**config.mk**
```make
export PLATFORM = sky130hd
export DESIGN_NAME = ps2_set2_scancode_decoder
export DESIGN_NICKNAME = d
export VERILOG_FILES = /design/src/ps2sc_pkg.sv /design/src/ps2sc_decode.sv /design/src/ps2_set2_scancode_decoder.sv
export SDC_FILE = /design/constraint.sdc
export NUM_CORES = 1
export LEC_CHECK = 0
export BUFFER_PORTS_ARGS = -buffer_cell sky130_fd_sc_hd__clkbuf_2
export CORE_ASPECT_RATIO = 1.2
export CORE_MARGIN = 3
export CORE_UTILIZATION = 30
export DETAILED_ROUTE_END_ITERATION = 10
export SYNTH_ARGS = -nofsm -noshare
export SYNTH_HDL_FRONTEND = slang
export SYNTH_SLANG_ARGS = --single-unit
export TNS_END_PERCENT = 50
```
**constraint.sdc**
```tcl
create_clock -name clk -period 7.9 [get_ports clk]
set_clock_uncertainty 0.05 [all_clocks]
set_input_delay 0.79 -clock clk [delete_from_list [all_inputs] [get_ports clk]]
set_output_delay 0.79 -clock clk [all_outputs]
set_load 0.1 [all_outputs]
```
**src/ps2sc_pkg.sv**
```systemverilog
`timescale 1ns / 1ps

package ps2sc_pkg;

    // Queue depth default
    localparam int FIFO_DEPTH_DEF = 16;

    // Item codes
    localparam logic MODE_SCAN = 1'b0;
    localparam logic MODE_READ = 1'b1;

    // Prefix bytes
    localparam logic [7:0] PFX_BREAK = 8'hF0;
    localparam logic [7:0] PFX_EXT   = 8'hE0;
    localparam logic [7:0] EXT_KP_SLASH_BYTE = 8'h4A;

    // Key codes
    localparam logic [5:0] KEY_NONE     = 6'd0;
    localparam logic [5:0] KEY_LSHIFT   = 6'd42;
    localparam logic [5:0] KEY_RSHIFT   = 6'd43;
    localparam logic [5:0] KEY_KP_SLASH = 6'd46;

    typedef struct packed {
        logic       mode;
        logic [7:0] scan_byte;
    } cmd_t;

    typedef struct packed {
        logic [5:0] key_code;
        logic       pressed;
        logic       shift_down;
        logic       empty_res;
    } rsp_t;

    // One stored event, 8 bits
    typedef struct packed {
        logic       shift_down;
        logic       pressed;
        logic [5:0] key_code;
    } event_t;

    typedef struct packed {
        logic [7:0] first;
        logic [7:0] second;
        logic [7:0] third;
    } pend_t;

    // Decoder result toward the queue control
    typedef struct packed {
        logic       ev_valid;
        event_t     ev;
        pend_t      pend_next;
        logic       shift_next;
    } dec_t;

    function automatic logic [5:0] look_plain(input logic [7:0] b);
        logic [5:0] k;
        case (b)
            8'h01: k = 6'd9;
            8'h02: k = 6'd5;
            8'h04: k = 6'd3;
            8'h05: k = 6'd1;
            8'h06: k = 6'd2;
            8'h07: k = 6'd12;
            8'h09: k = 6'd10;
            8'h0A: k = 6'd8;
            8'h0B: k = 6'd6;
            8'h0C: k = 6'd4;
            8'h12: k = 6'd42;
            8'h15: k = 6'd29;
            8'h1A: k = 6'd38;
            8'h1B: k = 6'd31;
            8'h1C: k = 6'd13;
            8'h1D: k = 6'd35;
            8'h21: k = 6'd15;
            8'h22: k = 6'd36;
            8'h23: k = 6'd16;
            8'h24: k = 6'd17;
            8'h29: k = 6'd39;
            8'h2A: k = 6'd34;
            8'h2B: k = 6'd18;
            8'h2C: k = 6'd32;
            8'h2D: k = 6'd30;
            8'h31: k = 6'd26;
            8'h32: k = 6'd14;
            8'h33: k = 6'd20;
            8'h34: k = 6'd19;
            8'h35: k = 6'd37;
            8'h3A: k = 6'd25;
            8'h3B: k = 6'd22;
            8'h3C: k = 6'd33;
            8'h42: k = 6'd23;
            8'h43: k = 6'd21;
            8'h44: k = 6'd27;
            8'h4B: k = 6'd24;
            8'h4D: k = 6'd28;
            8'h59: k = 6'd43;
            8'h5A: k = 6'd40;
            8'h66: k = 6'd41;
            8'h71: k = 6'd44;
            8'h7B: k = 6'd45;
            default: k = KEY_NONE;
        endcase
        return k;
    endfunction

    function automatic logic [5:0] look_ext(input logic [7:0] b);
        return (b == EXT_KP_SLASH_BYTE) ? KEY_KP_SLASH : KEY_NONE;
    endfunction

endpackage

```
**src/ps2sc_decode.sv**
```systemverilog
`timescale 1ns / 1ps

module ps2sc_decode (
    input  ps2sc_pkg::pend_t pend,
    input  logic             shift_held,
    input  logic [7:0]       scan_byte,
    output ps2sc_pkg::dec_t  dec
);
    import ps2sc_pkg::*;

    pend_t      filled;
    logic [5:0] make_key;
    logic [5:0] brk_key;
    logic       is_make;
    logic       is_brk;
    logic [5:0] key;

    // Drop the byte into the first empty slot; restart when all are full
    always_comb
    begin
        filled = pend;
        if (pend.first == 8'd0)
        begin
            filled.first = scan_byte;
        end
        else if (pend.second == 8'd0)
        begin
            filled.second = scan_byte;
        end
        else if (pend.third == 8'd0)
        begin
            filled.third = scan_byte;
        end
        else
        begin
            filled = '{first: scan_byte, second: 8'd0, third: 8'd0};
        end
    end

    always_comb
    begin
        make_key = look_plain(filled.first);
        if (make_key == KEY_NONE && filled.second != 8'd0)
        begin
            make_key = look_ext(filled.second);
        end
        if (filled.first == PFX_BREAK)
        begin
            brk_key = look_plain(filled.second);
        end
        else if (filled.first == PFX_EXT && filled.second == PFX_BREAK)
        begin
            brk_key = look_ext(filled.third);
        end
        else
        begin
            brk_key = KEY_NONE;
        end
    end

    assign is_make = (make_key != KEY_NONE);
    assign is_brk  = !is_make && (brk_key != KEY_NONE);
    assign key     = is_make ? make_key : brk_key;

    always_comb
    begin
        dec.ev_valid      = is_make || is_brk;
        dec.ev.key_code   = key;
        dec.ev.pressed    = is_make;
        dec.ev.shift_down = shift_held;
        dec.pend_next     = (is_make || is_brk) ? '0 : filled;
        dec.shift_next    = shift_held;
        if ((is_make || is_brk) && (key == KEY_LSHIFT || key == KEY_RSHIFT))
        begin
            dec.shift_next = is_make;
        end
    end

endmodule

```
**src/ps2_set2_scancode_decoder.sv**
```systemverilog
`timescale 1ns / 1ps

// Channel | Signals                  | Direction | Transfer when
// --------+--------------------------+-----------+---------------------------
// cmd     | cmd_valid, cmd_stall, cmd | in       | cmd_valid && !cmd_stall
// rsp     | rsp_valid, rsp_stall, rsp | out      | rsp_valid && !rsp_stall
//
// One command per cycle is taken while nothing stalls. A command is held in the
// input register, where it is decoded and the event queue updated; a read
// command's result then loads into the output register, which doubles as the
// queue memory's read register, and transfers from there. Reset clears the
// pending bytes, the shift flag, the queue pointers and both valid flags; queue
// contents are not cleared. While a result in the output register is stalled, a
// read command waits in the input register (cmd_stall rises); scan commands keep
// flowing unless a read waits ahead of them.

module ps2_set2_scancode_decoder #(
    parameter int FIFO_DEPTH = ps2sc_pkg::FIFO_DEPTH_DEF
) (
    input  logic            clk,
    input  logic            rst_n,
    input  logic            cmd_valid,
    output logic            cmd_stall,
    input  ps2sc_pkg::cmd_t cmd,
    output logic            rsp_valid,
    input  logic            rsp_stall,
    output ps2sc_pkg::rsp_t rsp
);
    import ps2sc_pkg::*;

    localparam int PTR_W = (FIFO_DEPTH > 1) ? $clog2(FIFO_DEPTH) : 1;
    localparam int CNT_W = $clog2(FIFO_DEPTH + 1);
    localparam logic [PTR_W-1:0] PTR_LAST = PTR_W'(FIFO_DEPTH - 1);
    localparam logic [CNT_W-1:0] CNT_FULL = CNT_W'(FIFO_DEPTH);

    // Input register
    logic       in_valid_reg;
    cmd_t       in_data_reg;

    // Decoder state
    pend_t      pend_reg;
    logic       shift_reg;
    dec_t       dec;

    // Event queue
    event_t             mem [FIFO_DEPTH];
    logic [PTR_W-1:0]   rd_ptr_reg;
    logic [PTR_W-1:0]   wr_ptr_reg;
    logic [CNT_W-1:0]   count_reg;

    // Output register
    logic       out_valid_reg;
    logic       empty_reg;
    event_t     rd_data_reg;

    logic       out_free;
    logic       is_read;
    logic       advance;
    logic       do_write;
    logic       do_pop;

    ps2sc_decode u_decode (
        .pend       (pend_reg),
        .shift_held (shift_reg),
        .scan_byte  (in_data_reg.scan_byte),
        .dec        (dec)
    );

    // The output slot frees when empty or being taken this cycle
    assign out_free  = !out_valid_reg || !rsp_stall;
    assign is_read   = (in_data_reg.mode == MODE_READ);
    assign advance   = in_valid_reg && (!is_read || out_free);
    assign cmd_stall = in_valid_reg && !advance;

    assign do_write = advance && !is_read && dec.ev_valid && (count_reg != CNT_FULL);
    assign do_pop   = advance && is_read && (count_reg != '0);

    always_ff @(posedge clk or negedge rst_n)
    begin
        if (!rst_n)
        begin
            in_valid_reg <= 1'b0;
        end
        else if (!cmd_stall)
        begin
            in_valid_reg <= cmd_valid;
        end
    end

    // Payload holds while stalled
    always_ff @(posedge clk)
    begin
        if (!cmd_stall && cmd_valid)
        begin
            in_data_reg <= cmd;
        end
    end

    // Advance pending bytes and shift flag on each scan command
    always_ff @(posedge clk or negedge rst_n)
    begin
        if (!rst_n)
        begin
            pend_reg  <= '0;
            shift_reg <= 1'b0;
        end
        else if (advance && !is_read)
        begin
            pend_reg  <= dec.pend_next;
            shift_reg <= dec.shift_next;
        end
    end

    // Queue pointers and fill count; a full queue drops the new event
    always_ff @(posedge clk or negedge rst_n)
    begin
        if (!rst_n)
        begin
            rd_ptr_reg <= '0;
            wr_ptr_reg <= '0;
            count_reg  <= '0;
        end
        else
        begin
            if (do_write)
            begin
                wr_ptr_reg <= (wr_ptr_reg == PTR_LAST) ? '0 : wr_ptr_reg + 1'b1;
                count_reg  <= count_reg + 1'b1;
            end
            if (do_pop)
            begin
                rd_ptr_reg <= (rd_ptr_reg == PTR_LAST) ? '0 : rd_ptr_reg + 1'b1;
                count_reg  <= count_reg - 1'b1;
            end
        end
    end

    // Queue memory with registered read
    always_ff @(posedge clk)
    begin
        if (do_write)
        begin
            mem[wr_ptr_reg] <= dec.ev;
        end
        if (do_pop)
        begin
            rd_data_reg <= mem[rd_ptr_reg];
        end
    end

    always_ff @(posedge clk or negedge rst_n)
    begin
        if (!rst_n)
        begin
            out_valid_reg <= 1'b0;
            empty_reg     <= 1'b0;
        end
        else if (out_free)
        begin
            out_valid_reg <= advance && is_read;
            if (advance && is_read)
            begin
                empty_reg <= (count_reg == '0);
            end
        end
    end

    assign rsp_valid = out_valid_reg;

    // Zero the event fields on an empty read
    always_comb
    begin
        rsp.empty_res  = empty_reg;
        rsp.key_code   = empty_reg ? KEY_NONE : rd_data_reg.key_code;
        rsp.pressed    = !empty_reg && rd_data_reg.pressed;
        rsp.shift_down = !empty_reg && rd_data_reg.shift_down;
    end

endmodule

```
**Word-level counts from Yosys, hierarchy flattened**

Memory sizes are Yosys's and may differ from the RTL's. A register that Yosys moved wholly into a read port is not among the register bits.
Cells that the tools add are included.

- $add $sub $neg: 4
- $mul: 0
- Divide/modulo/power cells: 0
- $lt $le $gt $ge: 0
- Equality and inequality tests: 10
- Shift operators: 0
- Mux-type cells: 23
- Bitwise gates (word level): 0
- Reduce and logical (&&, ||, !) cells: 37

Operators with widths:

| kind | number |
|---|---|
| two-way mux 6 bit | 9 |
| two-way mux 8 bit | 5 |
| two-way mux 16 bit | 2 |
| == test 8 bit, second input constant | 3 |
| zero test 8 bit | 3 |
| two-way mux 24 bit | 1 |
| == test 8 x 7 -> 1 bit, second input constant | 2 |
| logical AND 1 bit | 14 |
| == test 6 bit, second input constant | 2 |
| nonzero test 6 bit | 2 |
| two-way mux 5 bit | 2 |
| adder 4 x 1 -> 4 bit, second input constant | 2 |
| == test 4 bit, second input constant | 2 |
| two-way mux 4 bit | 2 |
| nonzero test 8 bit | 1 |
| zero test 1 bit | 7 |
| zero test 6 bit | 1 |
| adder 5 x 1 -> 5 bit, second input constant | 1 |
| zero test 5 bit | 1 |
| != test 5 bit, second input constant | 1 |
| nonzero test 5 bit | 1 |
| subtractor 5 x 1 -> 5 bit, second input constant | 1 |
| logical OR 1 bit | 4 |
| AND reduction 2 bit | 2 |
| other kinds (2) | 3 |

- Flip-flop bits (word level): 50
- Latch bits: 0
- Bits in writable memories: 128
- Memory bits (read-only): 1536
- Bits of input ports: 13
- Output and inout bits: 11
- Word-level logic and storage cells: 89
- Memories kept: 3

Memory list:

| name | depth | bits a word | read ports | clocked after memory_dff | wr ports | line | text |
|---|---|---|---|---|---|---|---|
| (no name shown) | 128 | 6 | 1 | 0 | 0 | ps2sc_pkg.sv:58 | `case (b)` |
| (no name shown) | 128 | 6 | 1 | 0 | 0 | ps2sc_pkg.sv:58 |  |
| mem | 16 | 8 | 1 | 1 | 1 | ps2_set2_scancode_decoder.sv:46 | `event_t mem [FIFO_DEPTH];` |

**Depth between registers and ports, before layout**

Gate-level depths: netlist (run 1).
An unclocked memory read counts as a cell.

- Depth in word-level cells: 17
- Gate-level depth with buffers: 24
- Mapped depth without buffers: 17

**Cells and area by module**

From an unflattened synthesis (run 1), not the netlist that was laid out.

- Cell total of the unflattened synthesis: 929
- Area, all modules: 10780.3 um^2

Modules (own cells, without submodules):

| module | instances | cells each | area each (um^2) | seq. area each (um^2) |
|---|---|---|---|---|
| ps2_set2_scancode_decoder | 1 | 395 | 7399.6 | 5380.2 |
| ps2sc_decode | 1 | 534 | 3380.7 | 0.0 |

**Least setup slack after synthesis (run 1)**

No wires, ideal clock.

- Kind: register to register
- From: register pend_reg[9] (netlist bit)
- To: memory mem[10][0] (netlist bit) (enable)
- Setup time: 398 ps
- Arrival: 4844 ps
- Required time: 7452 ps
- Setup slack: 2609 ps
- Stages on the path, launching flop included: 23
- Path buffers: 7
- Period minus slack after synthesis: 5291 ps
- Cell sequence: dfrtp_1 -> nor4_4 -> and3_1 -> buf_6 -> o21ai_2 -> buf_2 -> a22o_1 -> buf_2 -> inv_1 -> ha_1 -> clkbuf_1 -> and3_1 -> clkbuf_1 -> a21oi_1 -> o221ai_1 -> o311ai_0 -> or2_2 -> a41oi_1 -> or4b_1 -> buf_4 -> nand2_1 -> buf_2 -> nor4b_1

- Longest elaborated chain between the ends: 16
- Elaborated cells between the ends (all ways): 34
- Those cells by class: eq/ne: 5; mux: 15; reduce/logical: 12; memory: 2

Ends and longest elaborated chain:

| what | line | text |
|---|---|---|
| from (decl) | ps2_set2_scancode_decoder.sv:41 | `pend_t pend_reg;` |
| from (signal assigned) | ps2_set2_scancode_decoder.sv:109 | `pend_reg <= dec.pend_next;` |
| zero test 8 bit | ps2sc_decode.sv:26 | `else if (pend.second == 8'd0)` |
| two-way mux 8 bit | ps2sc_decode.sv:26 |  |
| two-way mux 8 bit | ps2sc_decode.sv:22 | `if (pend.first == 8'd0)` |
| memory (128 x 6 bit) | n/a |  |
| two-way mux 6 bit | ps2sc_pkg.sv:58 |  |
| zero test 6 bit | ps2sc_decode.sv:43 | `if (make_key == KEY_NONE && filled.second != 8'd0)` |
| logical AND 1 bit | ps2sc_decode.sv:43 |  |
| two-way mux 6 bit | ps2sc_decode.sv:43 |  |
| nonzero test 6 bit | ps2sc_decode.sv:61 | `assign is_make = (make_key != KEY_NONE);` |
| zero test 1 bit | ps2sc_decode.sv:62 | `assign is_brk = !is_make && (brk_key != KEY_NONE);` |
| logical AND 1 bit | ps2sc_decode.sv:62 |  |
| logical OR 1 bit * | ps2sc_decode.sv:67 | `dec.ev_valid = is_make \|\| is_brk;` |
| logical AND 1 bit * (2 in a row) | ps2_set2_scancode_decoder.sv:75 | `assign do_write = advance && !is_read && dec.ev_valid && (count_reg != CNT_FULL);` |
| two-way mux 1 bit * | ps2_set2_scancode_decoder.sv:141 | `if (do_write)` |
| two-way mux 1 bit (implied by the code) * | ps2_set2_scancode_decoder.sv:143 | `mem[wr_ptr_reg] <= dec.ev;` |
| to (decl) | ps2_set2_scancode_decoder.sv:46 |  |

Every way passes the cells marked *; elsewhere a longest branch is shown, timed or not.

**Worst setup path in the final report (run 1)**

- From: register pend_reg[20] (netlist bit)
- To: memory mem[10][7] (netlist bit) (enable)

- Longest elaborated chain between the ends: 16
- Elaborated cells between the ends (all ways): 32
- Those cells by class: eq/ne: 5; mux: 13; reduce/logical: 12; memory: 2

Ends and longest elaborated chain:

| what | line | text |
|---|---|---|
| two-way mux 16 bit | ps2sc_decode.sv:30 | `else if (pend.third == 8'd0)` |
| two-way mux 8 bit | ps2sc_decode.sv:26 |  |
| two-way mux 8 bit | ps2sc_decode.sv:22 |  |
| memory (128 x 6 bit) | n/a |  |
| two-way mux 6 bit | ps2sc_pkg.sv:58 |  |
| zero test 6 bit | ps2sc_decode.sv:43 |  |
| logical AND 1 bit | ps2sc_decode.sv:43 |  |
| two-way mux 6 bit | ps2sc_decode.sv:43 |  |
| nonzero test 6 bit | ps2sc_decode.sv:61 |  |
| zero test 1 bit | ps2sc_decode.sv:62 |  |
| logical AND 1 bit | ps2sc_decode.sv:62 |  |
| logical OR 1 bit * | ps2sc_decode.sv:67 |  |
| logical AND 1 bit * (2 in a row) | ps2_set2_scancode_decoder.sv:75 |  |
| two-way mux 1 bit * | ps2_set2_scancode_decoder.sv:141 |  |
| two-way mux 1 bit (implied by the code) * | ps2_set2_scancode_decoder.sv:143 |  |

Marks and branches as above.

==> results.tsv, run 1 <==
stage	metric	value	unit
global_route	grt_pass1_vias	7615	
yosys	ys_ff_latch	186	
die	floorplan.die_area	36600	µm²
route	routed_via_density	5.83	
sta	finalHoldViolations	0	
route	drt-total-wl	30.1	mm
yosys	netlist_area	10300	µm²
cts	cts_buffers	17	
yosys	synth.distinct_cells	85	
final_layout	antenna_cells	0	
die	num_rows	73	
worst_setup_path	path_max_fanout	16	
cts	cts.sinks	186	
yosys	ys_warn_count	0	
final_layout	final_common_cell	edfxtp_1	
die	die_w	175	µm
route	drt_iter0_drc	941	
route	drt-pass1-iter-count	6	
worst_setup_path	path_delay_family	simple AND/OR/NAND/NOR gates	
global_route	track_usage	16.3	%
sta	fin_tns_setup	0	ps
placed_design	hpwlAfterDp	21.2	mm
cts	clk_latency	420	ps
final_layout	largest_register_ffs	128	
route	num_vias	7727	
worst_setup_path	start_kind	flop	
sta	finalCritPeriodShare	81.3	%
yosys	synthFlopType	edfxtp_1	
final_layout	nets	893	
die	start_util	30.7	%
worst_setup_path	cpMostUsedCell	nor2_1	
sta	setup_viol	0	
cts	post_cts_resized	0	
worst_setup_path	crit_chain	nor2_1, nand4_1, and3_1, nor2_1, nand4b_1, nor4_1, a311o_1, nor3b_1, or4b_1, nand2_1, nor4b_2	
final_layout	fillers	3306	
global_route	grt_start_max_net_pins	42	
yosys	postSynthAreaPerCell	11.9	µm²
hold_path	hold_class	in -> async	
placed_design	place.port_buffers	23	
sta	hold_ws	392	ps
job	maxCapViolCount	0	
yosys	synth_cells	867	
final_layout	drive_above_1_share	17.9	%
global_route	gr-total-overflow	0	
yosys	async_flop_share	22.0	%
worst_setup_path	cp_slowest_cell	nor2_1	
cts	cts_hold_buf	0	
sta	worst_pin_slew	1320	ps
yosys	synth_nets	897	
worst_setup_path	crit_type	reg -> reg	
cts	clockRootBuffer	clkbuf_16	
route	antenna_left	0	
worst_setup_path	crit_buf_inv	0	
cts	clk_pin_slew	80	ps
sta	min_period	6430	ps
worst_setup_path	arrival	6420	ps
global_route	grt_pass1_wl	46.1	mm
final_layout	area_delta_synth_final	11.3	%
placed_design	place.gp.congestion	0.998	
route	routedWlPerCell	22.7	µm
route	drc	0	
worst_setup_path	max_stage_delay	960	ps
die	io_pins	24	
worst_setup_path	r2r_slack	1470	ps
global_route	antenna_found_initial	0	
cts	cts_tree	yes	
yosys	ys_seq_area_share	52.3	%
cts	cts.htree.levels	4	
sta	fmax	0.156	GHz
cts	clock_path_buffers	2	
final_layout	multi_input_area	4550	µm²
worst_setup_path	endpoint_kind	flop	
worst_setup_path	critical_path_required	7890	ps
cts	post_cts_buffers	0	
die	chipHeight	209	µm
final_layout	area.sequential	5380	µm²
status	status	finished clean	
final_layout	layout_common_cells	edfxtp_1 (145), nand2_1 (64), a21oi_1 (56)	
yosys	synth_edf_count	145	
sta	slew_headroom	12.3	%
die	coreArea	33500	µm²
sta	grt_setup_unrepaired	no	
sta	drv_slew	0	
-- final timing paths --
path,depth (start not counted),startpoint,endpoint
setup / recovery,11,pend_reg[20],mem[10][7]
hold / removal,2,rst_n,pend_reg[19]
setup reg to reg,11,pend_reg[20],mem[10][7]
hold reg to reg,1,count_reg[4],count_reg[4]
max in group asynchronous,2,rst_n,rd_ptr_reg[0]
min in group clk,1,count_reg[4],count_reg[4]
-- layer usage --
metal  up-vias  GRT usage, %  part of all wire, %  routed length (µm)
met1      3806          19.8                   39               11800
li1       3420             -                    -                   -
met5         -             0                    0                   0
met4         0          7.76                  5.2                1580
met3       108          2.18                  5.0                1510
met2       393          28.4                   50               15200
-- per-stage QoR --
stage	cells	setup WS, ps	cell area (µm²)	utilization, %
2_1_floorplan	867	2610	10300	-
3_3_place_gp	1294	1840	10900	32.4
3_5_place_dp	1294	1780	10900	32.4
4_1_cts	1326	1770	11500	34.2
5_1_grt	1326	1200	11500	34.2
6_report	1326	1470	11500	34.2
-- cells in the mapped netlist (5+ instances only) --
| cell | count | area, µm² |
|---|---|---|
| o31ai_1 | 18 | 135 |
| and2_1 | 8 | 50.1 |
| o21ai_0 | 28 | 140 |
| o21ai_1 | 5 | 25.0 |
| nand2_1 | 64 | 240 |
| o22ai_1 | 8 | 50.1 |
| xnor2_1 | 5 | 43.8 |
| nor2_1 | 47 | 176 |
| nand2b_1 | 6 | 37.5 |
| nor4b_1 | 6 | 52.6 |
| buf_6 | 5 | 56.3 |
| nand4_1 | 14 | 87.6 |
| nor3_1 | 14 | 70.1 |
| clkbuf_1 | 37 | 139 |
| inv_1 | 25 | 93.8 |
| nor2b_1 | 18 | 113 |
| buf_2 | 19 | 95.1 |
| a21o_1 | 7 | 52.6 |
| ha_1 | 16 | 200 |
| dfrtp_1 | 41 | 1030 |
| a31oi_1 | 16 | 100 |
| a21oi_1 | 56 | 280 |
| edfxtp_1 | 145 | 4350 |
| mux2i_1 | 10 | 100 |
| a32o_1 | 6 | 60.1 |
| a22o_1 | 12 | 105 |
| nand3_1 | 32 | 160 |
| o211ai_1 | 19 | 143 |
| mux4_2 | 40 | 901 |
| and3_1 | 16 | 100 |
| a211oi_1 | 12 | 90.1 |
| nor4_1 | 11 | 68.8 |
-- worst register-to-register path: stages (launching register included) --
cell and delay, ps:
dfrtp_1 510, nor2_1 320, nand4_1 620, and3_1 480, nor2_1 960, nand4b_1 290, nor4_1 950, a311o_1 290
nor3b_1 70, or4b_1 250, nand2_1 340, nor4b_2 910
-- final cells by class --
class / instances / share of cell area, %
flip-flops and latches: 186 / 46.9
multi-input cells: 588 / 39.7
well taps: 450 / 4.91
clock buffers: 17 / 3.71
repair buffers: 45 / 2.44
clock inverters: 15 / 1.51
inverters: 25 / 0.819
-- cell families after synthesis --
| logic type | count (synthesis) | synth area share (%) |
|---|---|---|
| mux | 56 | 10.4 |
| simple gates | 261 | 13.5 |
| fa+ha+maj | 17 | 2.14 |
| xor+xnor | 5 | 0.425 |
| buf+inv | 93 | 4.10 |
| flops | 186 | 52.3 |
| compound gates | 249 | 17.2 |
Power of run 1 is left out: the tool's default activity adds up to more than one toggle a clock period on the data nets, which glitch-free logic cannot reach.
==> run 2: changes to the inputs <==
clock period = 5.2 ns   (was 7.9 ns; I/O delays follow)
==> results.tsv, run 2 (synthesis results as in run 1) <==
stage	metric	value	unit
status	status	finished clean	
worst_setup_path	crit_buf_inv	3	
sta	setup_viol	0	
die	floorplan.die_area	36600	µm²
worst_setup_path	path_max_fanout	21	
route	drc	0	
worst_setup_path	path_depth	16	
die	io_pins	24	
global_route	grt_start_max_net_pins	42	
sta	drv_slew	0	
route	drt-total-wl	30.8	mm
final_layout	final_common_cell	edfxtp_1	
worst_setup_path	crit_chain	nor4_4, nand3_4, nor2_2, a22o_1, inv_1, buf_4, ha_1, a21oi_1, a211oi_1, o311ai_0, or2_2, a41oi_1, or4b_1, buf_4, a21oi_4, mux2_1	
route	drt_iter0_drc	971	
worst_setup_path	arrival	5270	ps
die	chipHeight	209	µm
sta	slew_headroom	44.4	%
worst_setup_path	cp_slowest_cell	o311ai_0	
route	routedWlPerCell	22.0	µm
global_route	grt_pass1_vias	7958	
worst_setup_path	endpoint_kind	flop	
sta	finalCritPeriodShare	96.6	%
cts	clk_pin_slew	80	ps
route	num_vias	7981	
route	antenna_left	0	
sta	worst_pin_slew	824	ps
worst_setup_path	critical_path_required	5450	ps
cts	clock_path_buffers	2	
final_layout	final_util	36.0	%
sta	finalHoldViolations	0	
cts	cts.sinks	186	
final_layout	largest_register_ffs	128	
die	die_w	175	µm
cts	cts_hold_buf	0	
cts	cts_tree	yes	
worst_setup_path	start_kind	flop	
die	num_rows	73	
sta	grt_setup_unrepaired	no	
placed_design	hpwlAfterDp	22.1	mm
sta	fmax	0.199	GHz
job	maxCapViolCount	0	
route	routed_via_density	5.69	
sta	min_period	5020	ps
die	start_util	30.7	%
placed_design	place.port_buffers	23	
worst_setup_path	r2r_cells	16	
global_route	track_usage	16.9	%
global_route	grt_pass1_wl	47.9	mm
worst_setup_path	cpMostUsedCell	buf_4	
global_route	gr-total-overflow	0	
cts	cts.htree.levels	4	
cts	cts_buffers	17	
worst_setup_path	crit_type	reg -> reg	
hold_path	hold_class	in -> async	
cts	clockRootBuffer	clkbuf_16	
final_layout	drive_above_1_share	24.8	%
cts	clk_latency	430	ps
placed_design	place.gp.congestion	0.995	
worst_setup_path	max_stage_delay	760	ps
final_layout	area_delta_synth_final	17.3	%
die	coreArea	33500	µm²
final_layout	antenna_cells	0	
final_layout	nets	969	
final_layout	layout_common_cells	edfxtp_1 (145), buf_4 (96), nand2_1 (64)	
worst_setup_path	path_delay_family	simple AND/OR/NAND/NOR gates	
global_route	antenna_found_initial	0	
route	drt-pass1-iter-count	7	
-- run 2: cell types whose count changed in the layout (fill, tap and decap cells not counted), moves of 2 or more --
cell	previous run	this run
o21ai_1	5	7
clkinv_8	4	1
clkbuf_1	0	2
inv_6	2	0
buf_12	0	2
o21ai_2	5	3
clkinv_4	1	6
buf_4	22	96
a21oi_1	56	54
-- run 2: per-layer routing --
metal  vias up  global-route usage [%]  wire (µm)  share of wire (%)
met2       379                    28.6      15400                 50
met3        90                    2.45       1770                5.7
li1       3581                       -          -                  -
met1      3931                    21.1      12200                 40
met4         0                    8.48       1460                4.7
met5         -                       0          0                  0
-- run 2: path summary, 6_finish.rpt --
kind / start / end / slack (ps)
setup / recovery: pend_reg[9] / count_reg[3] / 180
hold / removal: rst_n / pend_reg[9] / 120
min in group clk: cmd[3] / in_data_reg[3] / 210
max in group asynchronous: rst_n / rd_ptr_reg[0] / 4530
hold reg to reg: count_reg[4] / count_reg[4] / 470
setup reg to reg: pend_reg[9] / count_reg[3] / 180
-- run 2: layout make-up --
class                      count  area, µm²
fill                        3279      21400
sequential                   186       5380
multi-input combinational    588       4600
timing repair buffer         121        876
tap                          450        563
clock buffer                  19        433
clock inverter                13        133
inverter                      25       93.8
-- run 2: through the flow --
step	setup TNS, ps	area, µm²	hold slack [ps]	instances	setup slack [ps]
after floorplan	-2190	10300	174	867	-91.3
after global placement	0	11500	455	1369	171
after detailed placement	0	11500	456	1369	156
after CTS	0	12000	128	1401	84.4
after global routing	0	12100	158	1402	23.7
final	0	12100	120	1402	178
-- run 2: repair_timing --
item | 4_1_cts | 5_1_grt
resized for setup | 0 | 11
endpoints found under the setup margin | 0 | 171
buffers inserted | 0 | 1
Power of run 2 is left out for the same reason.
==> run 3: changes to the inputs <==
REMOVE_ABC_BUFFERS = 1   (was default)
==> results.tsv, run 3 (synthesis results as in run 1) <==
stage	metric	value	unit
status	status	finished clean	
sta	worst_pin_slew	856	ps
sta	drv_slew	0	
die	die_w	175	µm
die	num_rows	73	
final_layout	largest_register_ffs	128	
route	routed-wl-met2	14.5	mm
global_route	grt_start_max_net_pins	42	
cts	clk_latency	430	ps
worst_setup_path	cp_slowest_cell	or4b_1	
worst_setup_path	r2r_slack	240	ps
route	routedWlPerCell	21.1	µm
final_layout	drive_above_1_share	24.3	%
worst_setup_path	reg2reg_from	pend_reg[9]	
worst_setup_path	cp-startpoint	pend_reg[9]	
final_layout	fillers	3259	
worst_setup_path	arrival	5210	ps
worst_setup_path	start_kind	flop	
final_layout	layout_common_cells	edfxtp_1 (145), buf_4 (90), nand2_1 (64)	
final_layout	final_common_cell	edfxtp_1	
global_route	track_usage	16.1	%
cts	cts_tree	yes	
die	io_pins	24	
final_layout	multi_input_area	4580	µm²
worst_setup_path	crit_buf_inv	3	
sta	hold_ws	139	ps
sta	fmax	0.202	GHz
sta	min_period	4960	ps
worst_setup_path	reg2reg_to	count_reg[3]	
sta	finalCritPeriodShare	95.4	%
worst_setup_path	max_stage_delay	540	ps
sta	setup_viol	0	
global_route	grt_pass1_vias	7864	
die	start_util	30.7	%
route	num_vias	7934	
route	routed_via_density	5.68	
die	floorplan.die_area	36600	µm²
worst_setup_path	endpoint_kind	flop	
final_layout	area.sequential	5380	µm²
final_layout	antenna_cells	0	
final_layout	area_delta_synth_final	17.2	%
cts	cts_hold_buf	0	
hold_path	hold_class	in -> async	
sta	finalHoldViolations	0	
cts	cts.htree.levels	4	
route	drt_iter0_drc	1042	
route	antenna_left	0	
cts	cts.sinks	186	
route	drt-pass1-iter-count	6	
worst_setup_path	r2r_cells	18	
placed_design	hpwlAfterDp	20.9	mm
placed_design	place.port_buffers	23	
global_route	gr-total-overflow	0	
worst_setup_path	crit_type	reg -> reg	
worst_setup_path	crit_chain	nor4_4, nand3_4, a21oi_2, nor2_1, a21oi_2, inv_1, ha_1, and3_1, a311oi_2, nand2_1, a31oi_1, nand3_1, or3b_1, or4b_1, buf_4, buf_4, a21oi_4, mux2_1	
route	dr.max_layer_used	met4	
placed_design	pre_cts_slack	52.3	ps
route	drt-met1-wl	12.1	mm
sta	slew_headroom	42.8	%
cts	clock_path_buffers	2	
route	dr_wl_met3	1.86	mm
global_route	grt_pass1_wl	46.6	mm
cts	cts_buffers	17	
global_route	antenna_found_initial	0	
die	chipHeight	209	µm
worst_setup_path	critical_path_required	5460	ps
route	drc	0	
die	coreArea	33500	µm²
cts	clk_pin_slew	80	ps
route	drt-total-wl	29.5	mm
cts	clockRootBuffer	clkbuf_16	
worst_setup_path	path_max_fanout	24	
placed_design	place.gp.congestion	0.963	
sta	layout_setup_ws	241	ps
final_layout	nets	963	
worst_setup_path	path_delay_family	simple AND/OR/NAND/NOR gates	
job	maxCapViolCount	0	
## run 3: cell count changes in the layout (fill, tap and decap cells not counted), moves of 2 or more
cell       delta
buf_4         -6
bufinv_16     +2
clkinv_4      -5
inv_6         +2
nor2_1        -3
nor2_2        +3
o21ai_0       +2
o21ai_1       -2
## run 3: repair_timing
item | 4_1_cts | 5_1_grt
setup buffers | 0 | 1
endpoints found under the setup margin | 0 | 70
resized for setup | 0 | 9
## run 3: worst register-to-register path, delay by kind of cell, from the launching register on
kind                       cells  cell delay, ps
buffers and inverters          3             490
muxes                          1             340
and+or+nand+nor                8            2030
adders and majority gates      1             300
DFF                            1             440
AOI/OAI and AO/OA              5            1190
## run 3: metrics by stage
step           TNS, ps  utilization (%)  instances  instance area, µm²
6_report             0             36.0       1396               12100
5_1_grt          -1.43             36.0       1396               12100
4_1_cts              0             35.8       1395               12000
3_5_place_dp         0             34.0       1363               11400
3_3_place_gp      -246             34.0       1363               11400
2_1_floorplan   -83720                -        799                9970
## run 3: worst max path at each step
stage,to,slack (ps),cells past startpoint
detailed placement,mem[6][5],50,16
floorplan,mem[11][0],-950,16
global route,count_reg[2],-1,18
finish,count_reg[3],240,18
global placement,mem[6][5],-30,17
CTS,mem[6][2],2,16
## run 3: area by class of cell
| cell class | count | share of cell area (%) |
|---|---|---|
| flip-flops and latches | 186 | 44.6 |
| clock inverters | 14 | 1.51 |
| repair buffers | 115 | 6.89 |
| inverters | 25 | 0.778 |
| multi-input cells | 588 | 38.0 |
| well taps | 450 | 4.67 |
| clock buffers | 18 | 3.56 |
## run 3: per-layer routing
metal | vias up | track usage [%]
li1 | 3556 | -
met1 | 3861 | 21.2
met2 | 422 | 27.1
met3 | 95 | 2.31
met4 | 0 | 5.92
met5 | - | 0
Power of run 3 is left out for the same reason.
